==> src/rtl/lspt_pkg.sv <==
// Package for the line sensor position tracker.
// Holds widths, register indexes, reset values and the payload structs.
// No dependencies.
package lspt_pkg;

  localparam int SAMPLE_BITS    = 10;
  localparam int NUM_SENSORS    = 8;
  localparam int STEER_BITS     = 14;
  localparam int COUNT_BITS     = 4;
  localparam int OFFSET_BITS    = 10;
  localparam int MIN_SUM_BITS   = 13;
  localparam int WIDE_BITS      = 4;
  localparam int DRIVE_BITS     = 10;
  localparam int CFG_DATA_BITS  = 13;
  localparam int CFG_INDEX_BITS = 2;
  localparam int SUM_BITS       = SAMPLE_BITS + 3;
  localparam int ERR_BITS       = SAMPLE_BITS + 4;
  localparam int STEER_MAX      = 8191;
  localparam int STEER_MIN      = -8192;

  localparam logic [CFG_INDEX_BITS-1:0] REG_SENSOR_OFFSET     = 2'd0;
  localparam logic [CFG_INDEX_BITS-1:0] REG_RECOVER_MIN_SUM   = 2'd1;
  localparam logic [CFG_INDEX_BITS-1:0] REG_WIDE_ACTIVE_COUNT = 2'd2;
  localparam logic [CFG_INDEX_BITS-1:0] REG_LOST_DRIVE        = 2'd3;

  localparam logic [OFFSET_BITS-1:0]  RST_SENSOR_OFFSET     = 10'd900;
  localparam logic [MIN_SUM_BITS-1:0] RST_RECOVER_MIN_SUM   = 13'd150;
  localparam logic [WIDE_BITS-1:0]    RST_WIDE_ACTIVE_COUNT = 4'd5;
  localparam logic [DRIVE_BITS-1:0]   RST_LOST_DRIVE        = 10'd500;

  typedef logic [SAMPLE_BITS-1:0] sample_word_t;

  typedef struct packed {
    sample_word_t sample_0;
    sample_word_t sample_1;
    sample_word_t sample_2;
    sample_word_t sample_3;
    sample_word_t sample_4;
    sample_word_t sample_5;
    sample_word_t sample_6;
    sample_word_t sample_7;
  } sample_t;

  typedef struct packed {
    logic signed [STEER_BITS-1:0] steer_error;
    logic                         lost_line;
    logic                         heading_right;
    logic [COUNT_BITS-1:0]        active_count;
  } result_t;

  typedef struct packed {
    logic [OFFSET_BITS-1:0]  sensor_offset;
    logic [MIN_SUM_BITS-1:0] recover_min_sum;
    logic [WIDE_BITS-1:0]    wide_active_count;
    logic [DRIVE_BITS-1:0]   lost_drive;
  } cfg_t;

  typedef struct packed {
    logic signed [STEER_BITS-1:0] error;
    logic [COUNT_BITS-1:0]        count;
    logic [SUM_BITS-1:0]          level_sum;
    logic                         center_dark;
    logic                         edge_left;
    logic                         edge_right;
  } features_t;

endpackage

==> src/rtl/lspt_features.sv <==
// Offset removal, active count, level sum and saturated weighted error.
// Pure combinational; depends on lspt_pkg.
module lspt_features (
  input  lspt_pkg::sample_t   sample,
  input  lspt_pkg::cfg_t      cfg,
  output lspt_pkg::features_t features
);
  import lspt_pkg::*;

  localparam int DW = ((SAMPLE_BITS > OFFSET_BITS) ? SAMPLE_BITS : OFFSET_BITS) + 1;
  localparam int CW = (ERR_BITS > STEER_BITS) ? ERR_BITS : STEER_BITS;
  localparam logic signed [CW-1:0] SAT_HI = CW'(STEER_MAX);
  localparam logic signed [CW-1:0] SAT_LO = CW'(STEER_MIN);

  sample_word_t          raw   [NUM_SENSORS];
  sample_word_t          level [NUM_SENSORS];
  logic [DW-1:0]         diff  [NUM_SENSORS];
  logic [SUM_BITS-1:0]   sum;
  logic [COUNT_BITS-1:0] count;
  logic signed [ERR_BITS-1:0] err;
  logic signed [CW-1:0]       err_w;
  logic signed [CW-1:0]       err_sat;

  assign raw[0] = sample.sample_0;
  assign raw[1] = sample.sample_1;
  assign raw[2] = sample.sample_2;
  assign raw[3] = sample.sample_3;
  assign raw[4] = sample.sample_4;
  assign raw[5] = sample.sample_5;
  assign raw[6] = sample.sample_6;
  assign raw[7] = sample.sample_7;

  always_comb begin
    sum   = '0;
    count = '0;
    for (int i = 0; i < NUM_SENSORS; i++) begin
      diff[i]  = DW'(raw[i]) - DW'(cfg.sensor_offset);
      level[i] = diff[i][DW-1] ? '0 : diff[i][SAMPLE_BITS-1:0];
      sum      = sum + SUM_BITS'(level[i]);
      count    = count + COUNT_BITS'(level[i] != '0);
    end
  end

  always_comb begin
    err = $signed(ERR_BITS'(level[0]) + ERR_BITS'(level[0]) + ERR_BITS'(level[0]))
        + $signed(ERR_BITS'(level[1]) + ERR_BITS'(level[1]))
        + $signed(ERR_BITS'(level[2]))
        - $signed(ERR_BITS'(level[5]))
        - $signed(ERR_BITS'(level[6]) + ERR_BITS'(level[6]))
        - $signed(ERR_BITS'(level[7]) + ERR_BITS'(level[7]) + ERR_BITS'(level[7]));
    err_w = CW'(err);
    if (err_w > SAT_HI) begin
      err_sat = SAT_HI;
    end else if (err_w < SAT_LO) begin
      err_sat = SAT_LO;
    end else begin
      err_sat = err_w;
    end
  end

  assign features.error       = err_sat[STEER_BITS-1:0];
  assign features.count       = count;
  assign features.level_sum   = sum;
  assign features.center_dark = (level[3] == '0) || (level[4] == '0);
  assign features.edge_left   = level[0] != '0;
  assign features.edge_right  = level[NUM_SENSORS-1] != '0;

endmodule

==> src/rtl/lspt_track.sv <==
// Lost-line flag and heading state, and the steering output selection.
// State advances once per transaction; depends on lspt_pkg.
module lspt_track (
  input  logic                clk,
  input  logic                rst,
  input  logic                advance,
  input  lspt_pkg::features_t features,
  input  lspt_pkg::cfg_t      cfg,
  output lspt_pkg::result_t   result
);
  import lspt_pkg::*;

  localparam int MW = (SUM_BITS > MIN_SUM_BITS) ? SUM_BITS : MIN_SUM_BITS;

  logic lost_flag;
  logic direction;
  logic lost_flag_next;
  logic direction_next;
  logic lose;
  logic lost_now;
  logic in_window;
  logic edge_seen;
  logic sum_ok;
  logic signed [STEER_BITS-1:0] drive;
  logic signed [STEER_BITS-1:0] steer;

  assign drive = $signed(STEER_BITS'(cfg.lost_drive));

  always_comb begin
    lose      = (features.center_dark && (features.error == '0))
             || (features.count >= cfg.wide_active_count);
    lost_now  = lost_flag || lose;
    in_window = (features.count == COUNT_BITS'(1)) || (features.count == COUNT_BITS'(2));
    sum_ok    = MW'(features.level_sum) >= MW'(cfg.recover_min_sum);
    edge_seen = direction ? features.edge_right : features.edge_left;
    direction_next = direction;
    if (!lost_now) begin
      lost_flag_next = 1'b0;
      steer          = features.error;
      if (features.error > 0) begin
        direction_next = 1'b0;
      end else if (features.error < 0) begin
        direction_next = 1'b1;
      end
    end else begin
      lost_flag_next = !(in_window && (sum_ok || edge_seen));
      steer          = direction ? -drive : drive;
    end
  end

  always_ff @(posedge clk) begin
    if (rst) begin
      lost_flag <= 1'b0;
      direction <= 1'b0;
    end else if (advance) begin
      lost_flag <= lost_flag_next;
      direction <= direction_next;
    end
  end

  assign result.steer_error   = steer;
  assign result.lost_line     = lost_flag_next;
  assign result.heading_right = direction_next;
  assign result.active_count  = features.count;

endmodule

==> src/rtl/line_sensor_position_tracker.sv <==
// Top level of the line sensor position tracker: config registers, input and result registers.
// Instantiates lspt_features and lspt_track; depends on lspt_pkg.
//
// Takes one set of eight line-sensor samples per transaction and returns one result per set:
// the saturated weighted position error (or the signed lost drive while the line is lost),
// the lost flag, the remembered heading and the active sensor count. One set is accepted
// every cycle unless result_stall holds the result register full; each set is held in the input
// register and its result in the result register. The lost flag and heading update as each set
// leaves the input register, so consecutive sets see the state left by the one before.
// Configuration writes take effect at once and are meant to happen while the block is idle.
module line_sensor_position_tracker (
  input  logic                                     clk,
  input  logic                                     rst,
  input  logic                                     cfg_write,
  input  logic [lspt_pkg::CFG_INDEX_BITS-1:0]      cfg_index,
  input  logic [lspt_pkg::CFG_DATA_BITS-1:0]       cfg_data,
  input  logic                                     sample_valid,
  output logic                                     sample_stall,
  input  lspt_pkg::sample_t                        sample,
  output logic                                     result_valid,
  input  logic                                     result_stall,
  output lspt_pkg::result_t                        result
);
  import lspt_pkg::*;

  cfg_t      cfg;
  logic      held_valid;
  sample_t   held;
  logic      advance;
  features_t features;
  result_t   result_next;

  always_ff @(posedge clk) begin
    if (rst) begin
      cfg.sensor_offset     <= RST_SENSOR_OFFSET;
      cfg.recover_min_sum   <= RST_RECOVER_MIN_SUM;
      cfg.wide_active_count <= RST_WIDE_ACTIVE_COUNT;
      cfg.lost_drive        <= RST_LOST_DRIVE;
    end else if (cfg_write) begin
      unique case (cfg_index)
        REG_SENSOR_OFFSET:     cfg.sensor_offset     <= cfg_data[OFFSET_BITS-1:0];
        REG_RECOVER_MIN_SUM:   cfg.recover_min_sum   <= cfg_data[MIN_SUM_BITS-1:0];
        REG_WIDE_ACTIVE_COUNT: cfg.wide_active_count <= cfg_data[WIDE_BITS-1:0];
        REG_LOST_DRIVE:        cfg.lost_drive        <= cfg_data[DRIVE_BITS-1:0];
        default: ;
      endcase
    end
  end

  assign advance      = held_valid && (!result_valid || !result_stall);
  assign sample_stall = held_valid && !advance;

  always_ff @(posedge clk) begin
    if (rst) begin
      held_valid <= 1'b0;
    end else if (sample_valid && !sample_stall) begin
      held_valid <= 1'b1;
    end else if (advance) begin
      held_valid <= 1'b0;
    end
  end

  always_ff @(posedge clk) begin
    if (sample_valid && !sample_stall) begin
      held <= sample;
    end
  end

  lspt_features u_features (
    .sample   (held),
    .cfg      (cfg),
    .features (features)
  );

  lspt_track u_track (
    .clk      (clk),
    .rst      (rst),
    .advance  (advance),
    .features (features),
    .cfg      (cfg),
    .result   (result_next)
  );

  always_ff @(posedge clk) begin
    if (rst) begin
      result_valid <= 1'b0;
    end else if (advance) begin
      result_valid <= 1'b1;
    end else if (!result_stall) begin
      result_valid <= 1'b0;
    end
  end

  always_ff @(posedge clk) begin
    if (advance) begin
      result <= result_next;
    end
  end

endmodule

==> config.mk <==
export PLATFORM = sky130hd
export DESIGN_NAME = line_sensor_position_tracker
export DESIGN_NICKNAME = d
export VERILOG_FILES = /design/src/rtl/lspt_pkg.sv /design/src/rtl/lspt_features.sv /design/src/rtl/lspt_track.sv /design/src/rtl/line_sensor_position_tracker.sv
export SDC_FILE = /design/constraint.sdc
export NUM_CORES = 1
export LEC_CHECK = 0
export ABC_AREA = 1
export ABC_CLOCK_PERIOD_IN_PS = 19700
export BUFFER_PORTS_ARGS = -buffer_cell sky130_fd_sc_hd__buf_4
export CAP_MARGIN = 20
export CORE_MARGIN = 10
export CORE_UTILIZATION = 60
export CTS_CLUSTER_DIAMETER = 30
export CTS_CLUSTER_SIZE = 14
export DETAILED_ROUTE_END_ITERATION = 12
export MAX_ROUTING_LAYER = met4
export PLACE_DENSITY = 0.88
export SLEW_MARGIN = 40
export SYNTH_ARGS = -nofsm -noshare
export SYNTH_HDL_FRONTEND = slang
export SYNTH_SLANG_ARGS = --single-unit
==> constraint.sdc <==
create_clock -name clk -period 19.7 [get_ports clk]
set_input_delay 0.985 -clock clk [delete_from_list [all_inputs] [get_ports clk]]
set_output_delay 0.985 -clock clk [all_outputs]
set_load 0.02 [all_outputs]
# [Yosys cells after proc, flatten, opt, wreduce, memory -nomap -nowiden]
# Index checks and enable logic that the tools add are counted.
[op_classes] n_addsub=34 mux=21 reduce_logical=33 n_eq_ne=6 order_cmp=6
[ops] cell="subtractor 10 x 10 -> 11 bit" n=8
[ops] cell="two-way mux 10 bit" n=8
[ops] cell="nonzero test 10 bit" n=8
[ops] cell="adder 13 x 10 -> 13 bit" n=6
[ops] cell="two-way mux 14 bit" n=4
[ops] cell="adder 10 x 10 -> 11 bit" n=5
[ops] cell="adder 14 x 10 -> 14 bit" n=2
[ops] cell="subtractor 14 bit" n=2
[ops] cell="adder 4 x 1 -> 4 bit" n=6
[ops] cell="zero test 10 bit" n=2
[ops] cell="adder 14 x 11 -> 14 bit" n=1
[ops] cell="adder 14 bit" n=1
[ops] cell="> comparator 14 x 1 -> 1 bit (second input constant)" n=1
[ops] cell="> comparator 14 bit (second input constant)" n=1
[ops] cell="zero test 14 bit" n=1
[ops] cell="less-than comparator 14 x 1 -> 1 bit (second input constant)" n=1
[ops] cell="less-than comparator 14 bit (second input constant)" n=1
[ops] cell="negator 10 -> 14 bit" n=1
[ops] cell="subtractor 14 x 11 -> 14 bit" n=1
[ops] cell=">= comparator 13 bit" n=1
[ops] cell="two-way mux 1 bit" n=9
[ops] cell="AND reduction 2 bit" n=4
[ops] cell="logical OR 1 bit" n=6
[ops] cell="logical AND 1 bit" n=5
[ops] cell="10 further kinds" n=15
[word_totals] elab_cells=120 out_inout_bits=22 input_bits=100 register_bits=141

# [Longest topological paths before layout]
[depth] ltp_word=17 mapped_depth=50 ltp_nobuf=49

# [Modules after synthesis]
# From an unflattened synthesis, not the netlist that was laid out.
[unflattened] hier_cells=1959 hier_area_um2=15210.8
[by_module_without_submodules] module="lspt_features" area_each_um2=9426.5 seq_area_each_um2=0.0 cells_each=1438 instances=1
[by_module_without_submodules] module="line_sensor_position_tracker" area_each_um2=4571.9 seq_area_each_um2=3783.6 cells_each=324 instances=1
[by_module_without_submodules] module="lspt_track" area_each_um2=1212.4 seq_area_each_um2=40.0 cells_each=197 instances=1

# [Worst setup path after synthesis]
# Ideal clock, no wire load.
[synth_path] kind="reg-to-reg" start="reg, netlist name cfg[28]" end="reg result[5] (netlist bit) (data pin)" setup_ns=0.250 period_less_slack_ns=7.786 arrival_ns=7.535 setup_slack_ns=11.914 required_time_ns=19.450 n_path_buf=0 path_stages_with_launch=45 cell_sequence="dfxtp_1 > inv_1 > fa_1 > nand3_1 > o2111ai_1 > nand2_1 > inv_1 > ha_1 > fa_1 > a21oi_1 > o21ai_0 > a21oi_1 > o21ai_0 > xnor2_1 > inv_1 > fa_1 > inv_1 > fa_1 > (+9 left out) > nand3_1 > nand2_1 > o21ai_0 > a21oi_1 > nor2_1 > nor2_1 > xor2_1 > inv_1 > ha_1 > nand2_1 > nor4_1 > o21ai_0 > nand4_1 > nor2_1 > nand2_1 > nand2_1 > nand2_2 > inv_1"
[synth_rtl] item="end signal, assigned" line="line_sensor_position_tracker.sv:96" text="result <= result_next;"
[synth_rtl] item="end, declared" line="line_sensor_position_tracker.sv:22" text="output lspt_pkg::result_t result"

==> impl_table.tex <==
\begin{tabular}{lr}
\hline
Metric & Value \\
\hline
\multicolumn{2}{l}{\textbf{Die}} \\
Starting density of the core & 0.615 \\
Count of pins on the block boundary & between 100 and 150 \\
Height of the die & roughly 180 um \\
Core Region & about 24,000 sq um \\
Horizontal die dimension & between 150 and 200 um \\
Standard-cell rows & 56 \\
DIE AREA & slightly above 30,000 sq um \\
\multicolumn{2}{l}{\textbf{Global route}} \\
Initial antenna violation count & 0 \\
Maximum number of pins on one net before global-route repair & roughly 80 \\
Number of global-route vias before repair & about 12,000 \\
All-Layer GR Usage & 0.262 \\
Aggregate global routing overflow & 0 \\
Wire length of the first global-routing pass & 62,600 um \\
\multicolumn{2}{l}{\textbf{Detailed routing}} \\
Total wirelength of the detailed-routed design & a little under 40,000 um \\
DRC violation count after routing & 0 \\
Routed WL per cell & roughly 17 um \\
First-pass DRT Iterations & 5 \\
Post-detailed-route via-to-cell ratio & roughly 5.5 \\
Number of nets with antenna violations after detailed routing & 0 \\
Initial DRC count & 1,038 \\
DR vias & $\sim$12,000 \\
\multicolumn{2}{l}{\textbf{Worst hold path}} \\
Type of the most critical hold path & reg -> reg \\
\multicolumn{2}{l}{\textbf{Place}} \\
I/O Buffers & 121 \\
Post-DP HPWL & about 31,000 um \\
Cells after DPL & between 2,000 and 2,500 \\
Placer congestion estimate & 1.08 \\
\multicolumn{2}{l}{\textbf{Pwr}} \\
Leakage power total & approximately 8.5 nW \\
Clock power share & 0.136 \\
Power per unit of standard cell area & between 150 and 200 nW/um\^{}2 \\
Switching part of the total power & 0.502 \\
Total net switching power & approximately 0.0012 W \\
Overall power after layout & 0.00248 W \\
Power share of the sequential group & 0.171 \\
Worst-case vdd ir drop & around 170 uV \\
Internal power & between 0.001 and 0.0015 W \\
Power share of the combinational group & 0.693 \\
\multicolumn{2}{l}{\textbf{Critical path}} \\
Maximum single-stage delay on the critical path & approximately 0.72 ns \\
Capturing instance or port of the critical path & result[5] \\
Endpoint of the lowest-slack register-to-register path & result[5] \\
Worst path most repeated cell & sky130\_fd\_sc\_hd\_\_inv\_1 \\
Cell with the largest stage delay on the worst path & sky130\_fd\_sc\_hd\_\_dfxtp\_1 \\
CP startpoint & cfg[27] \\
Startpoint of the lowest-slack register-to-register path & cfg[27] \\
Register-to-Register Setup Slack & 10.78 ns \\
Largest fanout of any net on the critical path & 10 \\
CP startpoint kind & flip-flop \\
Path depth of the worst reg2reg path & between 40 and 50 \\
Kind of capture point of the worst setup path & flip-flop \\
Category of the most critical setup path & reg -> reg \\
Data required time of the critical path & around 20 ns \\
Signal arrival time at the worst endpoint & a little over 9 ns \\
\multicolumn{2}{l}{\textbf{Job}} \\
Number of max-cap violations & 0 \\
\multicolumn{2}{l}{\textbf{Outcome}} \\
Result of the run & finished, final reports clean \\
\multicolumn{2}{l}{\textbf{Finish}} \\
Fraction of final layout cells with drive strength greater than 1 & 0.125 \\
Synthesis-to-layout area growth & 13.1\% \\
Count of inserted antenna diode cells & 0 \\
Post-route non-filler standard cell count & roughly 2,300 \\
Net count of the finished layout & approximately 2,300 \\
Core occupancy in the finished layout & 0.696 \\
\multicolumn{2}{l}{\textbf{Yosys}} \\
Register area share after synthesis & 0.263 \\
Count of synthesis-stage warnings from yosys & 0 \\
Area leader, netlist & sky130\_fd\_sc\_hd\_\_edfxtp\_1 \\
Number of storage elements in the synthesis netlist & 141 \\
Most frequently used cell type in the post-synthesis netlist & sky130\_fd\_sc\_hd\_\_nand2\_1 \\
Post-Synthesis Net Count & about 2,200 \\
Cell count after synthesis & around 1,800 \\
Async SR Flop Fraction & 0 \\
Yosys top cell area share & 0.207 \\
EDFF count, synth & 100 \\
Synth cell types & 47 \\
Cells taking the most area after synthesis & sky130\_fd\_sc\_hd\_\_edfxtp\_1, sky130\_fd\_sc\_hd\_\_fa\_1, sky130\_fd\_sc\_hd\_\_ha\_1, sky130\_fd\_sc\_hd\_\_nand2\_1, sky130\_fd\_sc\_hd\_\_inv\_1 \\
Primary FF master, synth & sky130\_fd\_sc\_hd\_\_edfxtp\_1 \\
Most used standard cells in the synthesized netlist & sky130\_fd\_sc\_hd\_\_nand2\_1, sky130\_fd\_sc\_hd\_\_inv\_1, sky130\_fd\_sc\_hd\_\_ha\_1 \\
Cell area after synthesis & between 10,000 and 15,000 sq um \\
Average cell area after synthesis & around 8 sq um \\
\multicolumn{2}{l}{\textbf{Clock tree}} \\
Buffer count from post-CTS setup fixing & 0 \\
H-Tree Level Count & 4 \\
Skew-Pair Late Insertion Delay & about 0.45 ns \\
Maximum clock insertion buffer count & 2 \\
Sinks on Clock Net & 141 \\
Number of hold-repair buffers added at the cts stage & 0 \\
Clock root buffer & sky130\_fd\_sc\_hd\_\_clkbuf\_16 \\
TritonCTS Buffers & 17 \\
Number of gates resized after cts & 0 \\
TritonCTS clock tree & built \\
Register clock-pin slew on the reported worst setup and hold paths & approximately 0.08 ns \\
\multicolumn{2}{l}{\textbf{Timing}} \\
Unrepaired setup endpoints after global routing & false \\
Worst hold margin & 0.478 ns \\
Count of final hold-check violations & 0 \\
Max-Slew Margin vs Limit & 0.497 \\
Total count of max-transition violations in the final report & 0 \\
Part of the cycle the worst path needs & 0.453 \\
Setup violation total in the final timing report & 0 \\
Total negative slack & 0 ns \\
Worst clock skew & between 0.01 and 0.015 ns \\
Achievable frequency & around 0.11 GHz \\
Worst Tran Pin Value & roughly 0.75 ns \\
Time the worst path needs with I/O delays and setup & $\sim$8.9 ns \\
\hline
\end{tabular}
==> registers in the layout, summed over array words and instances, names as in the netlist <==
register           flops
u_track.lost_flag      1
result_valid           1
held_valid             1
cfg                   37
u_track.direction      1
held                  80
result                20
==> power by group through the flow <==
| stage | combinational (W) | clock (W) | sequential, W |
|---|---|---|---|
| 6_report | 0.00172 | 0.000338 | 0.000423 |
| 5_1_grt | 0.00196 | 0.000353 | 0.000426 |
| 4_1_cts | 0.00170 | 0.000339 | 0.000423 |
| 3_5_place_dp | 0.00168 | 0 | 0.000429 |
| 3_3_place_gp | 0.00163 | 0 | 0.000429 |
| 2_1_floorplan | 0.00131 | 0 | 0.000454 |
==> worst max-delay path, delay by kind of cell (launching register included) <==
family                     cells  cell delay [ns]
AOI/OAI and AO/OA              8             1.53
xor gates and xnor gates       2             0.29
adders and majority gates     10             3.95
and+or+nand+nor               15             1.58
DFF                            1             0.72
buffers and inverters         10             0.60
==> kinds of logic after synthesis <==
group	count (synthesis)	synth area share
DFF	141	0.263
AOI/OAI and AO/OA	210	0.0831
xor gates and xnor gates	35	0.0211
buffers and inverters	415	0.111
adders and majority gates	266	0.291
and+or+nand+nor	733	0.231
==> metal layers <==
metal	vias up	GRT usage	share of wire
met5	-	-	0
met3	102	0.0491	0.070
li1	6010	-	-
met4	0	0.123	0.045
met1	5790	0.314	0.41
met2	462	0.421	0.47
==> cells in the final DEF (no fill, tap or decap), types with 3 or more instances in the layout <==
cell,n
sky130_fd_sc_hd__or2_1,4
sky130_fd_sc_hd__inv_6,3
sky130_fd_sc_hd__nand2_2,12
sky130_fd_sc_hd__o21a_1,5
sky130_fd_sc_hd__inv_1,396
sky130_fd_sc_hd__o21bai_1,8
sky130_fd_sc_hd__ha_1,147
sky130_fd_sc_hd__nand2_4,4
sky130_fd_sc_hd__nand4_1,23
sky130_fd_sc_hd__nand3_1,112
sky130_fd_sc_hd__o211ai_1,11
sky130_fd_sc_hd__nand3b_1,22
sky130_fd_sc_hd__inv_2,4
sky130_fd_sc_hd__inv_8,6
sky130_fd_sc_hd__o21bai_2,3
sky130_fd_sc_hd__a21oi_2,4
sky130_fd_sc_hd__o21ai_1,8
sky130_fd_sc_hd__o21ai_0,52
sky130_fd_sc_hd__clkbuf_16,19
sky130_fd_sc_hd__o21ai_2,7
sky130_fd_sc_hd__a21o_1,3
sky130_fd_sc_hd__edfxtp_1,100
sky130_fd_sc_hd__nor2_2,4
sky130_fd_sc_hd__o2111ai_1,4
sky130_fd_sc_hd__nor3_1,21
sky130_fd_sc_hd__nor2_1,88
sky130_fd_sc_hd__dfxtp_1,41
sky130_fd_sc_hd__a21oi_1,100
sky130_fd_sc_hd__nand2_1,398
sky130_fd_sc_hd__nand3_4,5
sky130_fd_sc_hd__buf_4,129
sky130_fd_sc_hd__xor2_1,23
sky130_fd_sc_hd__or2_2,23
sky130_fd_sc_hd__nand3_2,11
sky130_fd_sc_hd__fa_1,119
sky130_fd_sc_hd__xnor2_1,12
==> cell type report <==
cell class | instances | area (sq um)
multi-input cells | 1244 | 9100
fillers | 1849 | 7190
flip-flops and latches | 141 | 3820
inverters | 402 | 1510
repair buffers | 130 | 980
clock buffers | 19 | 475
well taps | 319 | 399
clock inverters | 13 | 133
==> per-stage QoR <==
step                      setup WS [ns]  area (sq um)
after floorplan                   11.91         14500
after global placement            11.23         15800
after detailed placement          10.97         15800
after CTS                         10.92         16400
after global routing              10.09         16400
final                             10.78         16400
==> worst min-delay path by stage <==
| stage | start | to | cells past startpoint |
|---|---|---|---|
| floorplan | cfg[22] | cfg[22] | 2 |
| global placement | cfg[10] | cfg[10] | 2 |
| detailed placement | cfg[11] | cfg[11] | 2 |
| CTS | cfg[11] | cfg[11] | 2 |
| global route | cfg[13] | cfg[13] | 2 |
| finish | cfg[19] | cfg[19] | 2 |
(Power assumes the default switching activity.)
